$ cat config.mk
export PLATFORM = sky130hd
export DESIGN_NAME = hlm_out_buf
export DESIGN_NICKNAME = d
export VERILOG_FILES = /design/src/rtl/core/hlm_pkg.sv /design/src/rtl/core/hlm_out_buf.sv
export SDC_FILE = /design/constraint.sdc
export NUM_CORES = 1
export LEC_CHECK = 0
export BUFFER_PORTS_ARGS = -buffer_cell sky130_fd_sc_hd__buf_2
export CAP_MARGIN = 25
export CORE_MARGIN = 2
export CORE_UTILIZATION = 45
export DETAILED_ROUTE_END_ITERATION = 8
export MAX_ROUTING_LAYER = met4
export PLACE_DENSITY = 0.77
export SYNTH_ARGS = -nofsm -noshare
export SYNTH_HDL_FRONTEND = slang
export SYNTH_SLANG_ARGS = --single-unit
$ cat constraint.sdc
create_clock -name clk -period 5.4 [get_ports clk]
set_input_delay 0.27 -clock clk [delete_from_list [all_inputs] [get_ports clk]]
set_output_delay 0.27 -clock clk [all_outputs]
set_load 0.01 [all_outputs]
$ cat src/rtl/core/hlm_pkg.sv
// Shared types, constants and font table of the hex LED matrix scanner.
`default_nettype none

package hlm_pkg;

  localparam int NUM_COLUMNS = 10;
  localparam int DIGIT_COLS  = 5;
  localparam int ROW_W       = 7;
  localparam int GROUP_W     = 5;
  localparam int COL_W       = 4;
  localparam int HEX_W       = 8;
  localparam int NIBBLE_W    = 4;
  localparam int FCOL_W      = 3;

  localparam logic [COL_W-1:0]   COLUMN_RESET = COL_W'(NUM_COLUMNS - 1);
  localparam logic [GROUP_W-1:0] GROUP_OFF    = {GROUP_W{1'b1}};

  // Item kinds on the input channel
  localparam logic MODE_TICK  = 1'b0;
  localparam logic MODE_WRITE = 1'b1;

  typedef logic [ROW_W-1:0] row_t;

  typedef struct packed {
    logic [ROW_W-1:0]   row_bits;
    logic [GROUP_W-1:0] low_group_select_n;
    logic [GROUP_W-1:0] high_group_select_n;
    logic               frame_done;
    logic               accepted;
  } hlm_result_t;

  // One font column of a hex digit; column 0 is the leftmost
  function automatic row_t glyph_column(logic [NIBBLE_W-1:0] digit,
                                        logic [FCOL_W-1:0] col);
    logic [DIGIT_COLS*ROW_W-1:0] cols;
    row_t                        res;
    case (digit)
      4'h0:    cols = {7'h3E, 7'h45, 7'h49, 7'h51, 7'h3E};
      4'h1:    cols = {7'h00, 7'h21, 7'h7F, 7'h01, 7'h00};
      4'h2:    cols = {7'h21, 7'h43, 7'h45, 7'h49, 7'h31};
      4'h3:    cols = {7'h42, 7'h41, 7'h51, 7'h69, 7'h46};
      4'h4:    cols = {7'h0C, 7'h14, 7'h24, 7'h7F, 7'h04};
      4'h5:    cols = {7'h72, 7'h51, 7'h51, 7'h51, 7'h4E};
      4'h6:    cols = {7'h1E, 7'h29, 7'h49, 7'h49, 7'h06};
      4'h7:    cols = {7'h40, 7'h47, 7'h48, 7'h50, 7'h60};
      4'h8:    cols = {7'h36, 7'h49, 7'h49, 7'h49, 7'h36};
      4'h9:    cols = {7'h30, 7'h49, 7'h49, 7'h4A, 7'h3C};
      4'hA:    cols = {7'h3F, 7'h44, 7'h44, 7'h44, 7'h3F};
      4'hB:    cols = {7'h7F, 7'h49, 7'h49, 7'h49, 7'h36};
      4'hC:    cols = {7'h3E, 7'h41, 7'h41, 7'h41, 7'h22};
      4'hD:    cols = {7'h7F, 7'h41, 7'h41, 7'h22, 7'h1C};
      4'hE:    cols = {7'h7F, 7'h49, 7'h49, 7'h49, 7'h41};
      default: cols = {7'h7F, 7'h48, 7'h48, 7'h48, 7'h40};
    endcase
    case (col)
      3'd0:    res = cols[34:28];
      3'd1:    res = cols[27:21];
      3'd2:    res = cols[20:14];
      3'd3:    res = cols[13:7];
      3'd4:    res = cols[6:0];
      default: res = '0;
    endcase
    return res;
  endfunction

endpackage

`default_nettype wire

$ cat src/rtl/core/hlm_out_buf.sv
// Two-entry result register with skid stage between core and result channel.
`default_nettype none

module hlm_out_buf
  import hlm_pkg::*;
(
  input  wire logic        clk,
  input  wire logic        rst_n,
  input  wire logic        push,
  input  wire hlm_result_t push_data,
  output logic             can_push,
  output logic             out_valid,
  input  wire logic        out_ready,
  output hlm_result_t      out_data
);

  logic        main_valid_r, main_valid_nxt;
  logic        skid_valid_r, skid_valid_nxt;
  hlm_result_t main_r, main_nxt;
  hlm_result_t skid_r, skid_nxt;
  logic        main_free;

  assign can_push  = !skid_valid_r;
  assign main_free = !main_valid_r || out_ready;
  assign out_valid = main_valid_r;
  assign out_data  = main_r;

  always_comb begin
    main_valid_nxt = main_valid_r;
    skid_valid_nxt = skid_valid_r;
    main_nxt       = main_r;
    skid_nxt       = skid_r;
    if (main_free) begin
      if (skid_valid_r) begin
        main_nxt       = skid_r;
        main_valid_nxt = 1'b1;
        skid_valid_nxt = 1'b0;
      end else begin
        main_nxt       = push_data;
        main_valid_nxt = push;
      end
    end else if (push) begin
      // hold the stalled beat, park the new one
      skid_nxt       = push_data;
      skid_valid_nxt = 1'b1;
    end
  end

  always_ff @(posedge clk) begin
    if (!rst_n) begin
      main_valid_r <= 1'b0;
      skid_valid_r <= 1'b0;
    end else begin
      main_valid_r <= main_valid_nxt;
      skid_valid_r <= skid_valid_nxt;
    end
  end

  always_ff @(posedge clk) begin
    main_r <= main_nxt;
    skid_r <= skid_nxt;
  end

endmodule

`default_nettype wire

==> results of run 1 <==
-- kinds of logic (layout without fill, tap and decap cells) --
kind of cell,count (synthesis),in the layout,synth area share (%)
AO/OA/AOI/OAI,1,1,0.515
flip-flops,40,40,81.0
multiplexers,19,19,14.7
AND/OR/NAND/NOR,4,4,1.80
buffers and inverters,4,54,2.06
-- metal layers --
metal,vias up,GRT usage [%],wire [um]
met5,-,-,0
met4,0,4.66,25
met3,3,6.40,166
met2,41,20.0,1010
met1,349,17.9,1030
li1,363,-,-
-- state kept, by name, summed over array words and instances (netlist names) --
| register | flops |
|---|---|
| skid_valid_r | 1 |
| skid_r | 19 |
| out_valid | 1 |
| out_data | 19 |
-- worst reg2reg max path: cells and delay by family (launching register included) --
| kind | cells | cell delay (ns) |
|---|---|---|
| buffers and inverters | 1 | 0.22 |
| and+or+nand+nor | 2 | 0.88 |
| DFF | 1 | 0.36 |
-- through the flow --
stage | cell area (um2) | hold WS (ns) | cells | utilization [%]
final | 1800 | 0.111 | 162 | 58.5
after detailed placement | 1710 | 0.464 | 153 | 55.5
after global routing | 1800 | 0.0929 | 162 | 58.5
after CTS | 1790 | 0.0926 | 161 | 58.0
after floorplan | 1460 | 0.369 | 68 | -
after global placement | 1710 | 0.458 | 153 | 55.5
-- layout make-up --
class | instances | area [um2]
fill | 270 | 1280
sequential | 40 | 1180
multi-input combinational | 24 | 250
timing repair buffer | 44 | 230
tap | 44 | 55.1
clock buffer | 6 | 41.3
clock inverter | 2 | 35.0
inverter | 2 | 7.51
-- worst min-delay path by stage --
| stage | startpoint | endpoint | slack [ns] | cells past startpoint |
|---|---|---|---|---|
| after global placement | push_data[11] | skid_r[11] | 0.46 | 1 |
| after detailed placement | push_data[12] | skid_r[12] | 0.46 | 1 |
| after floorplan | push_data[0] | skid_r[0] | 0.37 | 0 |
| final | push_data[12] | skid_r[12] | 0.11 | 1 |
| after CTS | push_data[12] | skid_r[12] | 0.09 | 1 |
| after global routing | push_data[12] | skid_r[12] | 0.09 | 1 |
-- cell usage in the layout, fill, tap and decap left out --
cell type / instances
buf_2: 43
edfxtp_1: 38
mux2_2: 19
clkbuf_4: 5
inv_1: 2
dfxtp_1: 2
nand2b_1: 1
nor2_2: 1
nor2_1: 1
a21boi_1: 1
nor3b_2: 1
bufinv_16: 1
clkinv_2: 1
clkbuf_1: 1
buf_8: 1
-- power groups by stage --
| stage | Clock, W | Sequential [W] | Combinational, W |
|---|---|---|---|
| floorplan | 0 | 0.000374 | 0.0000143 |
| detailed placement | 0 | 0.000369 | 0.0000433 |
| finish | 0.000186 | 0.000361 | 0.0000438 |
| global route | 0.000201 | 0.000363 | 0.0000487 |
| CTS | 0.000193 | 0.000362 | 0.0000435 |
| global placement | 0 | 0.000368 | 0.0000418 |
==> qor.csv, run 1 <==
metric,value,unit
status,completed,
period_share,34.1,%
finalCriticalPeriod,1.84,ns
switchingPower,0.000116,W
slew_violations,0,
slowest_stage,nor2_2,
crit_family,simple AND/OR/NAND/NOR gates,
ys.flop_type,edfxtp_1,
cp.required,5.36,ns
place_ws,2.99,ns
pin_count,44,
comb_power_share,7.4,%
finalWirelength,2230,um
synthToLayoutAreaGrowth,23.4,%
synth-seq-area-share,81.0,%
die_w,60.9,um
rrSetupSlack,3.56,ns
vias_per_cell,4.67,
crit_type,register to register,
grt_pass1_vias,727,
via_count,756,
p_clk_share,31.5,%
synth_common_cells,"edfxtp_1, mux2_2",
place_congestion,0.762,
grt_setup_unrepaired,false,
cp-startpoint,out_valid,
hp-class,input pin to register,
nNetsFinal,140,
critPathLaunchType,register,
cts_root_buf,clkbuf_4,
post_cts_resize_count,0,
synthTopCellsByArea,"edfxtp_1, mux2_2, dfxtp_1",
ys_ff_latch,40,
cts_sinks,40,
initial_utilization,47.4,%
clk_pin_slew_worst_paths,0.12,ns
cp_slowest_stage_delay,0.71,ns
grt_antenna_before_repair,0,
syn_area,0.00146,mm2
avgSynthCellArea,21.5,um2
num_antenna_cells,0,
first_pass_iters,6,
swShare,19.6,%
synth_top_area_share,78.2,%
r2r-end,skid_r[14],
synthCells,68,
die_area,0.00371,mm2
postCtsSetupRepairBufs,0,
async_flop_share,0,%
drc,0,
power.total,0.000591,W
ys_warn_count,0,
endpoint,skid_r[14],
cp_num_buf_inv,1,
die_h,60.9,um
antenna_left,0,
core_region_area,0.00308,mm2
p_int,0.000475,W
synth_fp_nets,91,
synth_area_leader_cell,edfxtp_1,
worst_slew_pin_slew,0.922,ns
h-tree-depth,2,
relSlewSlack,38.5,%
cp_max_fo,19,
drv_cap,0,
hold_viol,0,
synth-edff-count,38,
powerDensity,328,mW/mm2
synth.most_common_cell,edfxtp_1,
numCtsBuffers,5,
cts_buffer_depth,2,
grt_pass1_wl,3400,um
drt_iter0_drc,3,
skew,0.0128,ns
drive_gt1_share,61.0,%
overflow,0,
synth_cell_types,9,
grt_max_degree,23,
setup_viol,0,
routedWlPerCell,13.8,um
rows,20,
grt_usage,14.0,%
io_buffers,43,
clkLatencyLatePin,0.34,ns
max_freq,543,MHz
reg2reg_depth,3,
timing.rr.start,out_valid,
pwr-share-seq,61.0,%
worstPathArrival,1.80,ns
worst-path-stages,3,
vdd.ir_drop.worst,0.237,mV
setup_tns,0,ns
layout_setup_ws,3.56,ns
tritoncts,done,
p_leak,0.689,nW
crit_path_end_kind,register,
cts_hold_buf,0,
crit_path_cell_trace,nand2b_1 > buf_8 > nor2_2,
Power figures use the tool's default switching activity.
==> run 2, diff against run 1 <==
Clock period 5.4 ns to 1.8 ns, I/O delays scaled along.
==> run 2 against run 1 <==
Compared with the run above: final area rose by 10%; non-clock buffer count increased by 22; global-route usage is 1.1 points higher; via count rose by 9.3%; largest cell class unchanged; first-iteration DRC count rose to 3.0 times the previous value.
==> qor.csv, run 2 (synthesized netlist as in run 1, its figures left out) <==
metric,value,unit,change
rrSetupSlack,0.55,ns,-3.01 ns
hp-class,input pin to register,,
place_congestion,0.676,,-11%
relSlewSlack,63.0,%,+25 points
setup_viol,0,,unchanged
r2r-end,skid_r[4],,
grt_setup_unrepaired,false,,
min_from,push,,
max_freq,800,MHz,+47%
powerDensity,826,mW/mm2,+150%
cp_slowest_stage_delay,0.45,ns,-0.26 ns
nNetsFinal,162,,+16%
finalWirelength,2360,um,+5.6%
final_util,64.4,%,+5.9 points
synthToLayoutAreaGrowth,35.8,%,
skew,0.00571,ns,-0.00709 ns
clkLatencyLatePin,0.34,ns,about the same
setup_tns,0,ns,unchanged
drv_cap,0,,unchanged
dp.cells,156,,+2.0%
vdd.ir_drop.worst,0.518,mV,+120%
cp_num_buf_inv,0,,-1
initial_utilization,47.4,%,unchanged
power.total,0.00164,W,+180%
layout.cells.non_filler,183,,+13%
worst_slew_pin_slew,0.554,ns,-0.368 ns
routedWlPerCell,12.9,um,-6.5%
antenna_left,0,,unchanged
grt_pass1_vias,837,,+15%
reg2reg_depth,2,,-1
drc,0,,unchanged
critPathLaunchType,register,,
tritoncts,done,,
switchingPower,0.000338,W,+190%
die_h,60.9,um,unchanged
vias_per_cell,4.51,,-3.3%
p_leak,0.765,nW,+11%
drive_gt1_share,51.8,%,-9.2 points
worstPathArrival,1.23,ns,-0.57 ns
io_buffers,43,,unchanged
swShare,20.6,%,+1.0 points
overflow,0,,unchanged
die_w,60.9,um,unchanged
crit_path_end_kind,register,,
timing.rr.start,out_valid,,
final_common_cell,buf_2,,
first_pass_iters,4,,-2
period_share,69.4,%,+35 points
pin_count,44,,unchanged
hold_viol,0,,unchanged
via_count,826,,+9.3%
num_antenna_cells,0,,unchanged
cp-startpoint,out_valid,,
grt_pass1_wl,3690,um,+8.5%
grt_antenna_before_repair,0,,unchanged
crit_type,register to register,,
p_int,0.00130,W,+170%
holdPathEnd,out_valid,,
numCtsBuffers,5,,unchanged
final_cell_mix,"buf_2, edfxtp_1, dlygate4sd3_1",,
crit_family,simple AND/OR/NAND/NOR gates,,
cts_sinks,40,,unchanged
pwr-share-seq,65.9,%,+4.9 points
core_region_area,0.00308,mm2,unchanged
h-tree-depth,2,,unchanged
slowest_stage,nor2_4,,
die_area,0.00371,mm2,unchanged
drt_iter0_drc,9,,+6
grt_usage,15.1,%,+1.1 points
postCtsSetupRepairBufs,0,,unchanged
cts_root_buf,clkbuf_4,,
cp.required,1.78,ns,-3.58 ns
cp_max_fo,19,,unchanged
hpwl,1540,um,
cts_buffer_depth,2,,unchanged
slew_violations,0,,unchanged
rows,20,,unchanged
finalCriticalPeriod,1.25,ns,-0.590 ns
comb_power_share,10.3,%,+2.9 points
hold_depth,3,,+2
p_clk_share,23.8,%,-7.7 points
status,completed,,
crit_path_cell_trace,nand2b_1 > nor2_4,,
clk_pin_slew_worst_paths,0.10,ns,-0.02 ns
grt_max_degree,22,,-4.3%
run 2: layout make-up:
cell class,instances,area (um2)
Fill cell,232,1100
Clock inverter,2,7.51
Timing Repair Buffer,66,438
Inverter,2,7.51
Tap cell,44,55.1
Clock buffer,5,37.5
Multi-Input combinational cell,24,255
Sequential cell,40,1180
run 2: tightest hold or removal path: stages:
cell and delay [ns]:
buf_2 0.09, nor2_1 0.05, a21boi_1 0.14
run 2: metrics by stage:
step | area (um2) | hold slack [ns] | setup WS (ns)
floorplan | 1470 | 0.189 | 0.122
global placement | 1740 | 0.279 | 0.609
detailed placement | 1740 | 0.283 | 0.559
CTS | 1980 | 0.0614 | 0.542
global route | 1980 | 0.0817 | 0.483
finish | 1980 | 0.0685 | 0.550
run 2: metal layers:
metal / part of all wire, % / wire, um / global-route usage [%] / up-vias
li1: - / - / - / 406
met1: 45 / 1070 / 17.9 / 378
met2: 46 / 1100 / 23.7 / 36
met3: 6.0 / 142 / 4.48 / 6
met4: 2.0 / 47 / 7.45 / 0
met5: 0 / 0 / - / -
run 2: power by group through the flow:
stage / Clock, W / Combinational (W) / Sequential (W)
after floorplan: 0 / 0.0000446 / 0.00112
final: 0.000390 / 0.000168 / 0.00108
after detailed placement: 0 / 0.000136 / 0.00110
after global routing: 0.000441 / 0.000186 / 0.00108
after global placement: 0 / 0.000133 / 0.00110
after CTS: 0.000408 / 0.000170 / 0.00108
run 2: worst max-delay path by stage:
stage	endpoint	slack (ns)	cells past startpoint
finish	skid_r[4]	0.55	2
global route	skid_r[2]	0.48	2
CTS	skid_r[3]	0.54	2
detailed placement	skid_r[3]	0.56	2
global placement	skid_r[2]	0.61	2
floorplan	skid_r[0]	0.12	2
run 2: timing repair:
action,4_1_cts,5_1_grt
endpoints found under the hold margin,21,0
resized for setup,0,0
hold buffers,20,0
